### config.mk
export PLATFORM = sky130hd
export DESIGN_NAME = infix_to_postfix_converter_unit
export DESIGN_NICKNAME = d
export VERILOG_FILES = /design/src/hw/rtl/itp_pkg.sv /design/src/hw/rtl/infix_to_postfix_converter_unit.sv /design/src/hw/rtl/itp_front.sv /design/src/hw/rtl/itp_back.sv
export VERILOG_INCLUDE_DIRS = /design/src /design/src/hw/rtl
export SDC_FILE = /design/constraint.sdc
export NUM_CORES = 1
export LEC_CHECK = 0
export BUFFER_PORTS_ARGS = -buffer_cell sky130_fd_sc_hd__buf_2
export CAP_MARGIN = 15
export CORE_UTILIZATION = 65
export CTS_CLUSTER_DIAMETER = 200
export DETAILED_ROUTE_END_ITERATION = 12
export PLACE_DENSITY_LB_ADDON = 0.3
export RECOVER_POWER = 25
export SYNTH_ARGS = -nofsm -noshare
export SYNTH_HDL_FRONTEND = slang
export SYNTH_SLANG_ARGS = --single-unit
### constraint.sdc
create_clock -name clk_i -period 7.3 [get_ports clk_i]
set_input_delay 0.365 -clock clk_i [delete_from_list [all_inputs] [get_ports clk_i]]
set_output_delay 0.365 -clock clk_i [all_outputs]
set_load 0.1 [all_outputs]
### src/hw/rtl/assert_macros.svh
// Assertion helpers; define ASSERT_OFF to compile them out.
`ifndef ASSERT_MACROS_SVH
`define ASSERT_MACROS_SVH

`ifndef ASSERT_OFF

`define ASSERT_ALWAYS(label, clk, rst_n, prop) \
  label: assert property (@(posedge clk) disable iff (!rst_n) (prop)) \
    else $error("assertion failed");

`define ASSERT_IMPLIES(label, clk, rst_n, ante, cons) \
  label: assert property (@(posedge clk) disable iff (!rst_n) (ante) |-> (cons)) \
    else $error("assertion failed");

`define ASSERT_NEXT(label, clk, rst_n, ante, cons) \
  label: assert property (@(posedge clk) disable iff (!rst_n) (ante) |=> (cons)) \
    else $error("assertion failed");

`else

`define ASSERT_ALWAYS(label, clk, rst_n, prop)
`define ASSERT_IMPLIES(label, clk, rst_n, ante, cons)
`define ASSERT_NEXT(label, clk, rst_n, ante, cons)

`endif

`endif

### src/hw/rtl/itp_pkg.sv
package itp_pkg;

  localparam int unsigned STACK_DEPTH = 32;
  localparam int unsigned QUEUE_DEPTH = 2;

  // operator codes held on the stack
  localparam logic [2:0] CODE_LPAREN = 3'd0;
  localparam logic [2:0] CODE_ADD    = 3'd1;
  localparam logic [2:0] CODE_SUB    = 3'd2;
  localparam logic [2:0] CODE_MUL    = 3'd3;
  localparam logic [2:0] CODE_DIV    = 3'd4;

  localparam logic [7:0] CHAR_LPAREN = 8'h28;
  localparam logic [7:0] CHAR_RPAREN = 8'h29;
  localparam logic [7:0] CHAR_MUL    = 8'h2A;
  localparam logic [7:0] CHAR_ADD    = 8'h2B;
  localparam logic [7:0] CHAR_SUB    = 8'h2D;
  localparam logic [7:0] CHAR_DIV    = 8'h2F;

  typedef enum logic [2:0] {
    CMD_OPERAND,
    CMD_LPAREN,
    CMD_RPAREN,
    CMD_OPER,
    CMD_END
  } cmd_kind_e;

  typedef struct packed {
    cmd_kind_e  kind;
    logic [2:0] code;
    logic [7:0] sym;
  } cmd_t;

  function automatic logic [1:0] prec_of(logic [2:0] code);
    logic [1:0] p;
    unique case (code)
      CODE_MUL, CODE_DIV: p = 2'd2;
      CODE_ADD, CODE_SUB: p = 2'd1;
      default:            p = 2'd0;
    endcase
    return p;
  endfunction

  function automatic logic [7:0] code_char(logic [2:0] code);
    logic [7:0] ch;
    unique case (code)
      CODE_LPAREN: ch = CHAR_LPAREN;
      CODE_ADD:    ch = CHAR_ADD;
      CODE_SUB:    ch = CHAR_SUB;
      CODE_MUL:    ch = CHAR_MUL;
      CODE_DIV:    ch = CHAR_DIV;
      default:     ch = 8'h00;
    endcase
    return ch;
  endfunction

endpackage

### src/hw/rtl/infix_to_postfix_converter_unit.sv
// Infix to postfix converter (shunting yard), one character per transaction.
// Input channel: in_valid_i/in_ready_o with symbol_i and end_of_expression_i.
// Output channel: out_valid_o/out_ready_i with out_symbol_o, last_of_run_o,
// end_marker_o and error_o. Each input transaction yields zero or more output
// transactions; last_of_run_o flags the final one of its run.
// '(' and operators that pop nothing produce no output.
// With idle queue and engine, an accepted item is first written into the
// two-entry command queue, whose head the stack engine turns into the output
// register, where the item's first result appears.
// Per item the stack engine emits an operand or pushes a '('; for an operator
// it pops and emits each stacked operator of equal or higher precedence, then
// pushes; for ')' it pops each operator and then the '(' (an unmatched ')' ends
// on its last pop, or only flags on an empty stack); for an end item it pops
// each stacked entry, then emits the end marker. It does a single pop per cycle when not stalled.
// A full stack drops the push and sets the sticky error flag, as does an
// unmatched ')'; the flag is reported on the end marker and then cleared.
// Reset empties the stack, the queue and the output register; no clearing
// pass is needed. When out_ready_i is low with a result held, the output
// register holds, steps that emit stall, and the queue still takes up to two items.
module infix_to_postfix_converter_unit #(
  parameter int unsigned STACK_DEPTH = itp_pkg::STACK_DEPTH
) (
  input  logic       clk_i,
  input  logic       rst_ni,
  input  logic       in_valid_i,
  output logic       in_ready_o,
  input  logic [7:0] symbol_i,
  input  logic       end_of_expression_i,
  output logic       out_valid_o,
  input  logic       out_ready_i,
  output logic [7:0] out_symbol_o,
  output logic       last_of_run_o,
  output logic       end_marker_o,
  output logic       error_o
);

  itp_pkg::cmd_t cmd;
  logic          cmd_valid, cmd_pop;

  itp_front u_front (
    .clk_i               (clk_i),
    .rst_ni              (rst_ni),
    .in_valid_i          (in_valid_i),
    .in_ready_o          (in_ready_o),
    .symbol_i            (symbol_i),
    .end_of_expression_i (end_of_expression_i),
    .cmd_valid_o         (cmd_valid),
    .cmd_pop_i           (cmd_pop),
    .cmd_o               (cmd)
  );

  itp_back #(
    .STACK_DEPTH (STACK_DEPTH)
  ) u_back (
    .clk_i         (clk_i),
    .rst_ni        (rst_ni),
    .cmd_valid_i   (cmd_valid),
    .cmd_pop_o     (cmd_pop),
    .cmd_i         (cmd),
    .out_valid_o   (out_valid_o),
    .out_ready_i   (out_ready_i),
    .out_symbol_o  (out_symbol_o),
    .last_of_run_o (last_of_run_o),
    .end_marker_o  (end_marker_o),
    .error_o       (error_o)
  );

endmodule

### src/hw/rtl/itp_front.sv
`include "assert_macros.svh"

module itp_front (
  input  logic              clk_i,
  input  logic              rst_ni,
  input  logic              in_valid_i,
  output logic              in_ready_o,
  input  logic [7:0]        symbol_i,
  input  logic              end_of_expression_i,
  output logic              cmd_valid_o,
  input  logic              cmd_pop_i,
  output itp_pkg::cmd_t     cmd_o
);

  localparam int unsigned QD = itp_pkg::QUEUE_DEPTH;
  localparam int unsigned PW = (QD > 1) ? $clog2(QD) : 1;
  localparam int unsigned CW = $clog2(QD + 1);

  itp_pkg::cmd_t cls;
  itp_pkg::cmd_t q_mem_q [QD];
  logic [PW-1:0] wr_ptr_q, wr_ptr_d, rd_ptr_q, rd_ptr_d;
  logic [CW-1:0] q_cnt_q, q_cnt_d;
  logic          push, pop;

  // classify the incoming character
  always_comb begin
    cls.sym  = symbol_i;
    cls.code = itp_pkg::CODE_LPAREN;
    cls.kind = itp_pkg::CMD_OPERAND;
    if (end_of_expression_i) begin
      cls.kind = itp_pkg::CMD_END;
    end else begin
      unique case (symbol_i)
        itp_pkg::CHAR_LPAREN: cls.kind = itp_pkg::CMD_LPAREN;
        itp_pkg::CHAR_RPAREN: cls.kind = itp_pkg::CMD_RPAREN;
        itp_pkg::CHAR_ADD: begin
          cls.kind = itp_pkg::CMD_OPER;
          cls.code = itp_pkg::CODE_ADD;
        end
        itp_pkg::CHAR_SUB: begin
          cls.kind = itp_pkg::CMD_OPER;
          cls.code = itp_pkg::CODE_SUB;
        end
        itp_pkg::CHAR_MUL: begin
          cls.kind = itp_pkg::CMD_OPER;
          cls.code = itp_pkg::CODE_MUL;
        end
        itp_pkg::CHAR_DIV: begin
          cls.kind = itp_pkg::CMD_OPER;
          cls.code = itp_pkg::CODE_DIV;
        end
        default: cls.kind = itp_pkg::CMD_OPERAND;
      endcase
    end
  end

  assign in_ready_o  = (q_cnt_q != CW'(QD));
  assign push        = in_valid_i && in_ready_o;
  assign cmd_valid_o = (q_cnt_q != '0);
  assign pop         = cmd_valid_o && cmd_pop_i;
  assign cmd_o       = q_mem_q[rd_ptr_q];

  always_comb begin
    wr_ptr_d = wr_ptr_q;
    rd_ptr_d = rd_ptr_q;
    q_cnt_d  = q_cnt_q;
    if (push) begin
      wr_ptr_d = (wr_ptr_q == PW'(QD - 1)) ? '0 : wr_ptr_q + PW'(1);
    end
    if (pop) begin
      rd_ptr_d = (rd_ptr_q == PW'(QD - 1)) ? '0 : rd_ptr_q + PW'(1);
    end
    if (push && !pop) begin
      q_cnt_d = q_cnt_q + CW'(1);
    end else if (pop && !push) begin
      q_cnt_d = q_cnt_q - CW'(1);
    end
  end

  always_ff @(posedge clk_i or negedge rst_ni) begin
    if (!rst_ni) begin
      wr_ptr_q <= '0;
      rd_ptr_q <= '0;
      q_cnt_q  <= '0;
    end else begin
      wr_ptr_q <= wr_ptr_d;
      rd_ptr_q <= rd_ptr_d;
      q_cnt_q  <= q_cnt_d;
    end
  end

  always_ff @(posedge clk_i) begin
    if (push) begin
      q_mem_q[wr_ptr_q] <= cls;
    end
  end

  `ASSERT_ALWAYS(a_queue_bound, clk_i, rst_ni, q_cnt_q <= CW'(QD))
  `ASSERT_NEXT(a_queue_fill, clk_i, rst_ni, push && !pop, q_cnt_q == $past(q_cnt_q) + CW'(1))
  `ASSERT_IMPLIES(a_no_push_when_full, clk_i, rst_ni, q_cnt_q == CW'(QD), !push)

endmodule

### src/hw/rtl/itp_back.sv
`include "assert_macros.svh"

module itp_back #(
  parameter int unsigned STACK_DEPTH = itp_pkg::STACK_DEPTH
) (
  input  logic          clk_i,
  input  logic          rst_ni,
  input  logic          cmd_valid_i,
  output logic          cmd_pop_o,
  input  itp_pkg::cmd_t cmd_i,
  output logic          out_valid_o,
  input  logic          out_ready_i,
  output logic [7:0]    out_symbol_o,
  output logic          last_of_run_o,
  output logic          end_marker_o,
  output logic          error_o
);

  localparam int unsigned IW = (STACK_DEPTH > 1) ? $clog2(STACK_DEPTH) : 1;
  localparam int unsigned CW = $clog2(STACK_DEPTH + 1);

  // entries below the top; the top itself lives in top_q
  logic [2:0]    stack_mem [STACK_DEPTH];
  logic [CW-1:0] cnt_q, cnt_d, cnt_m1, rd_cnt;
  logic [2:0]    top_q, top_d, below_q;
  logic          err_q, err_d;
  logic [IW-1:0] waddr, raddr;
  logic          wr_en;

  logic          out_valid_q;
  logic [7:0]    out_sym_q;
  logic          out_last_q, out_end_q, out_err_q;

  logic          can_emit, has, one, full;
  logic          emit, e_last, e_end, e_err;
  logic [7:0]    e_sym;
  logic          do_push, do_pop, err_set, err_clr;
  logic [2:0]    push_code;
  logic [1:0]    p_in;

  assign can_emit = !out_valid_q || out_ready_i;
  assign has      = (cnt_q != '0);
  assign one      = (cnt_q == CW'(1));
  assign full     = (cnt_q == CW'(STACK_DEPTH));
  assign p_in     = itp_pkg::prec_of(cmd_i.code);

  always_comb begin
    cmd_pop_o = 1'b0;
    emit      = 1'b0;
    e_sym     = '0;
    e_last    = 1'b0;
    e_end     = 1'b0;
    e_err     = 1'b0;
    do_push   = 1'b0;
    do_pop    = 1'b0;
    err_set   = 1'b0;
    err_clr   = 1'b0;
    push_code = cmd_i.code;
    if (cmd_valid_i) begin
      unique case (cmd_i.kind)
        itp_pkg::CMD_OPERAND: begin
          if (can_emit) begin
            emit      = 1'b1;
            e_sym     = cmd_i.sym;
            e_last    = 1'b1;
            cmd_pop_o = 1'b1;
          end
        end
        itp_pkg::CMD_LPAREN: begin
          do_push   = 1'b1;
          push_code = itp_pkg::CODE_LPAREN;
          cmd_pop_o = 1'b1;
        end
        itp_pkg::CMD_RPAREN: begin
          if (!has) begin
            err_set   = 1'b1;
            cmd_pop_o = 1'b1;
          end else if (top_q == itp_pkg::CODE_LPAREN) begin
            do_pop    = 1'b1;
            cmd_pop_o = 1'b1;
          end else if (can_emit) begin
            emit   = 1'b1;
            e_sym  = itp_pkg::code_char(top_q);
            e_last = one || (below_q == itp_pkg::CODE_LPAREN);
            do_pop = 1'b1;
            if (one) begin
              // ran out of stack without meeting '('
              err_set   = 1'b1;
              cmd_pop_o = 1'b1;
            end
          end
        end
        itp_pkg::CMD_OPER: begin
          if (has && (top_q != itp_pkg::CODE_LPAREN) &&
              (itp_pkg::prec_of(top_q) >= p_in)) begin
            if (can_emit) begin
              emit   = 1'b1;
              e_sym  = itp_pkg::code_char(top_q);
              e_last = one || (below_q == itp_pkg::CODE_LPAREN) ||
                       (itp_pkg::prec_of(below_q) < p_in);
              do_pop = 1'b1;
            end
          end else begin
            do_push   = 1'b1;
            cmd_pop_o = 1'b1;
          end
        end
        itp_pkg::CMD_END: begin
          if (can_emit) begin
            emit = 1'b1;
            if (has) begin
              e_sym  = itp_pkg::code_char(top_q);
              do_pop = 1'b1;
            end else begin
              e_end     = 1'b1;
              e_err     = err_q;
              e_last    = 1'b1;
              err_clr   = 1'b1;
              cmd_pop_o = 1'b1;
            end
          end
        end
        default: cmd_pop_o = 1'b1;
      endcase
    end
  end

  // stack update
  assign cnt_m1 = cnt_q - CW'(1);
  assign waddr  = cnt_m1[IW-1:0];
  assign wr_en  = do_push && !full && has;

  always_comb begin
    cnt_d = cnt_q;
    top_d = top_q;
    err_d = err_q;
    if (do_push) begin
      if (full) begin
        err_d = 1'b1;
      end else begin
        cnt_d = cnt_q + CW'(1);
        top_d = push_code;
      end
    end else if (do_pop) begin
      cnt_d = cnt_m1;
      top_d = below_q;
    end
    if (err_set) begin
      err_d = 1'b1;
    end else if (err_clr) begin
      err_d = 1'b0;
    end
  end

  // keep below_q tracking the entry under the next top
  assign rd_cnt = cnt_d - CW'(2);
  assign raddr  = rd_cnt[IW-1:0];

  always_ff @(posedge clk_i) begin
    if (wr_en) begin
      stack_mem[waddr] <= top_q;
    end
    if (wr_en && (waddr == raddr)) begin
      below_q <= top_q;
    end else begin
      below_q <= stack_mem[raddr];
    end
  end

  always_ff @(posedge clk_i or negedge rst_ni) begin
    if (!rst_ni) begin
      cnt_q       <= '0;
      err_q       <= 1'b0;
      out_valid_q <= 1'b0;
    end else begin
      cnt_q <= cnt_d;
      err_q <= err_d;
      if (emit) begin
        out_valid_q <= 1'b1;
      end else if (out_ready_i) begin
        out_valid_q <= 1'b0;
      end
    end
  end

  always_ff @(posedge clk_i) begin
    top_q <= top_d;
    if (emit) begin
      out_sym_q  <= e_sym;
      out_last_q <= e_last;
      out_end_q  <= e_end;
      out_err_q  <= e_err;
    end
  end

  assign out_valid_o   = out_valid_q;
  assign out_symbol_o  = out_sym_q;
  assign last_of_run_o = out_last_q;
  assign end_marker_o  = out_end_q;
  assign error_o       = out_err_q;

  `ASSERT_ALWAYS(a_stack_bound, clk_i, rst_ni, cnt_q <= CW'(STACK_DEPTH))
  `ASSERT_IMPLIES(a_err_only_on_end, clk_i, rst_ni, out_valid_q && !out_end_q, !out_err_q)
  `ASSERT_NEXT(a_end_clears_err, clk_i, rst_ni, emit && e_end, !err_q && (cnt_q == '0))
  `ASSERT_IMPLIES(a_no_push_and_pop, clk_i, rst_ni, do_push, !do_pop)

endmodule
==> out/qor.yml <==
synth-seq-area-share_pct: 62.76
avgSynthCellArea_sq_um: 14.42
endpoint_kind: "flop"
leakage_nw: 2.804
final_common_cell: "edfxtp_1"
syn_area_sq_mm: 0.007241
grt_pass1_wl_um: 23430
slew_viol_final: 78
cts_made_buffers: 17
start_util_pct: 66.79
reg2reg_depth: 9
gp_congestion: 0.9147
post-route-drc-count: 0
skew_ns: 0.009155
antenna_found_initial: 0
maxCapViolations: 2
std_cell_rows: 38
num_antenna_cells: 0
total_power_w: 0.003761
tritoncts: "built"
final_cell_mix: "edfxtp_1 (138), nor2_1 (65), nand2_1 (36), clkbuf_16 (18), mux4_2 (16)"
status: "finished, violations left"
grt_pass1_vias: 4347
arrival_ns: 4.45
fin_crit_sh_pct: 55.09
p_int_w: 0.002255
cts_sinks: 155
chipWidth_um: 107.5
dp_hpwl_um: 10060
cts_resized: 0
seqPwrFrac_pct: 37.1
drive_gt1_share_pct: 14.60
die_h_um: 107.5
io_buffers: 25
core_area_sq_mm: 0.01084
reg2reg_from: "u_back.top_q[1]"
first_pass_iters: 5
fmax_mhz: 248.7
synthArstFlopShare_pct: 7.742
tns_ns: 0
setup_viol: 0
yosys.cell_types.count: 62
power.share.clock_pct: 22.8
grt_overflow: 0
finalHoldViolations: 0
min_from: "symbol_i[5]"
fin_util_pct: 74.50
pwr-share-comb_pct: 40.1
cp_data_required_time_ns: 7.73
violations: "max-capacitance violations, max-slew violations"
slew_headroom_pct: -12.54
whs_endpoint: "u_front.q_mem_q[0][5]"
whs_ns: 0.06703
power_density_mw_per_mm2: 465.7
ys.flop_type: "edfxtp_1"
post-route-min-period_ns: 4.022
top_level_ports: 26
hold_class: "in -> reg"
path_class: "reg -> reg"
clk_pin_slew_worst_paths_ns: 0.07
dieArea_sq_mm: 0.01157
cts_buffer_depth: 2
grt_usage_pct: 28.43
clkLatencyLatePin_ns: 0.54
grt_max_degree: 39
routed_wl_um: 15090
critPathMaxFanout: 38
first_iter_violations: 325
hold-path-cell-count: 1
nets: 560
cts_root_buf: "clkbuf_8"
wl_per_cell_um: 21.93
start_kind: "flop"
post_cts_buffers: 0
p_sw_share_pct: 40.04
rrSetupSlack_ns: 3.28
synth-seq-cells: 155
p_sw_w: 0.001506
synth_fp_nets: 527
htreeDepth: 4
postSynthCellCount: 502
tightest_slew_ns: 1.688
syn_to_final_growth_pct: 11.54
yosys_warnings: 0
rsz0062_at_grt: "no"
viasPerCell: 6.363
ant_nets: 0
via_count: 4378
synth-edff-count: 138
ctsHoldBuffers: 1
peakVddDrop_mv: 0.3369
metrics by stage:
step	setup slack, ns	cells	cell area (sq um)
global route	2.967	688	8077
floorplan	3.692	502	7241
finish	3.278	688	8077
global placement	3.558	653	7482
CTS	3.392	686	8082
detailed placement	3.420	653	7482
worst max-delay path by stage:
stage,cells after the start,end,slack [ns],start
finish,9,flop,3.28,u_back.top_q[1]
global route,9,flop,2.97,u_back.top_q[1]
CTS,9,u_back.end_marker_o,3.39,u_front.rd_ptr_q
detailed placement,9,u_back.out_symbol_o[7],3.42,u_front.rd_ptr_q
global placement,11,u_back.stack_mem[30][2],3.56,u_front.rd_ptr_q
floorplan,13,flop,3.69,u_front.rd_ptr_q
state kept, by name, indices dropped and copies added (netlist names), named ones only:
register,cells
u_back.err_q,1
u_back.error_o,1
u_back.last_of_run_o,1
u_back.top_q,3
u_back.stack_mem,96
u_back.end_marker_o,1
u_front.rd_ptr_q,1
u_front.wr_ptr_q,1
u_back.out_valid_o,1
u_back.cnt_q,6
u_back.out_symbol_o,8
u_front.q_mem_q,28
u_front.q_cnt_q,2
cells by family after synthesis:
logic type	share of synthesized area [%]
DFF	62.76
muxes	13.60
xor gates and xnor gates	2.298
adders and majority gates	2.074
and+or+nand+nor	10.63
buffers and inverters	2.056
AOI/OAI and AO/OA	6.584
per-layer routing:
layer  vias up  part of all wire (%)  track usage [%]
met1      2148                    39            34.91
met2       192                    52            47.85
met4         0                   3.1            13.60
li1       2003                     -                -
met3        35                   5.8            6.416
met5         -                     0                0
worst max-delay path, stage by stage (launching register included):
cell	delay (ns)
edfxtp_1	0.41
clkbuf_1	1.25
or3_1	0.30
o21ai_2	0.14
nor3_1	0.56
o31ai_1	0.16
a211oi_1	0.54
inv_1	0.14
ha_1	0.24
xor2_1	0.16
power by group through the flow:
stage,clock (W),sequential [W],combinational (W)
floorplan,0,0.00153,0.00103
global placement,0,0.00140,0.00146
detailed placement,0,0.00141,0.00149
finish,0.000856,0.00140,0.00151
CTS,0.000862,0.00139,0.00150
global route,0.000894,0.00142,0.00163
layout make-up:
cell class | count | area (sq um)
clock inverters | 11 | 97.59
clock buffers | 21 | 491.7
inverters | 12 | 45.04
multi-input cells | 315 | 2547
repair buffers | 34 | 175.2
well taps | 140 | 175.2
fillers | 640 | 2764
flip-flops and latches | 155 | 4544
cell usage after synthesis, types with 7 or more instances:
library cell | n | area, sq um
mux4_1 | 14 | 367.9
a21oi_1 | 13 | 65.06
xnor2_1 | 10 | 87.58
nor2_1 | 65 | 244.0
inv_1 | 12 | 45.04
nor3b_1 | 7 | 52.55
mux2i_1 | 13 | 130.1
nor3_1 | 9 | 45.04
nand2b_1 | 7 | 43.79
nand2_1 | 36 | 135.1
edfxtp_1 | 138 | 4144
o21ai_0 | 13 | 65.06
dfrtp_1 | 12 | 300.3
clkbuf_1 | 13 | 48.80
ha_1 | 12 | 150.1
xor2_1 | 9 | 78.83
mux4_2 | 16 | 360.4
(Power assumes the default switching activity.)
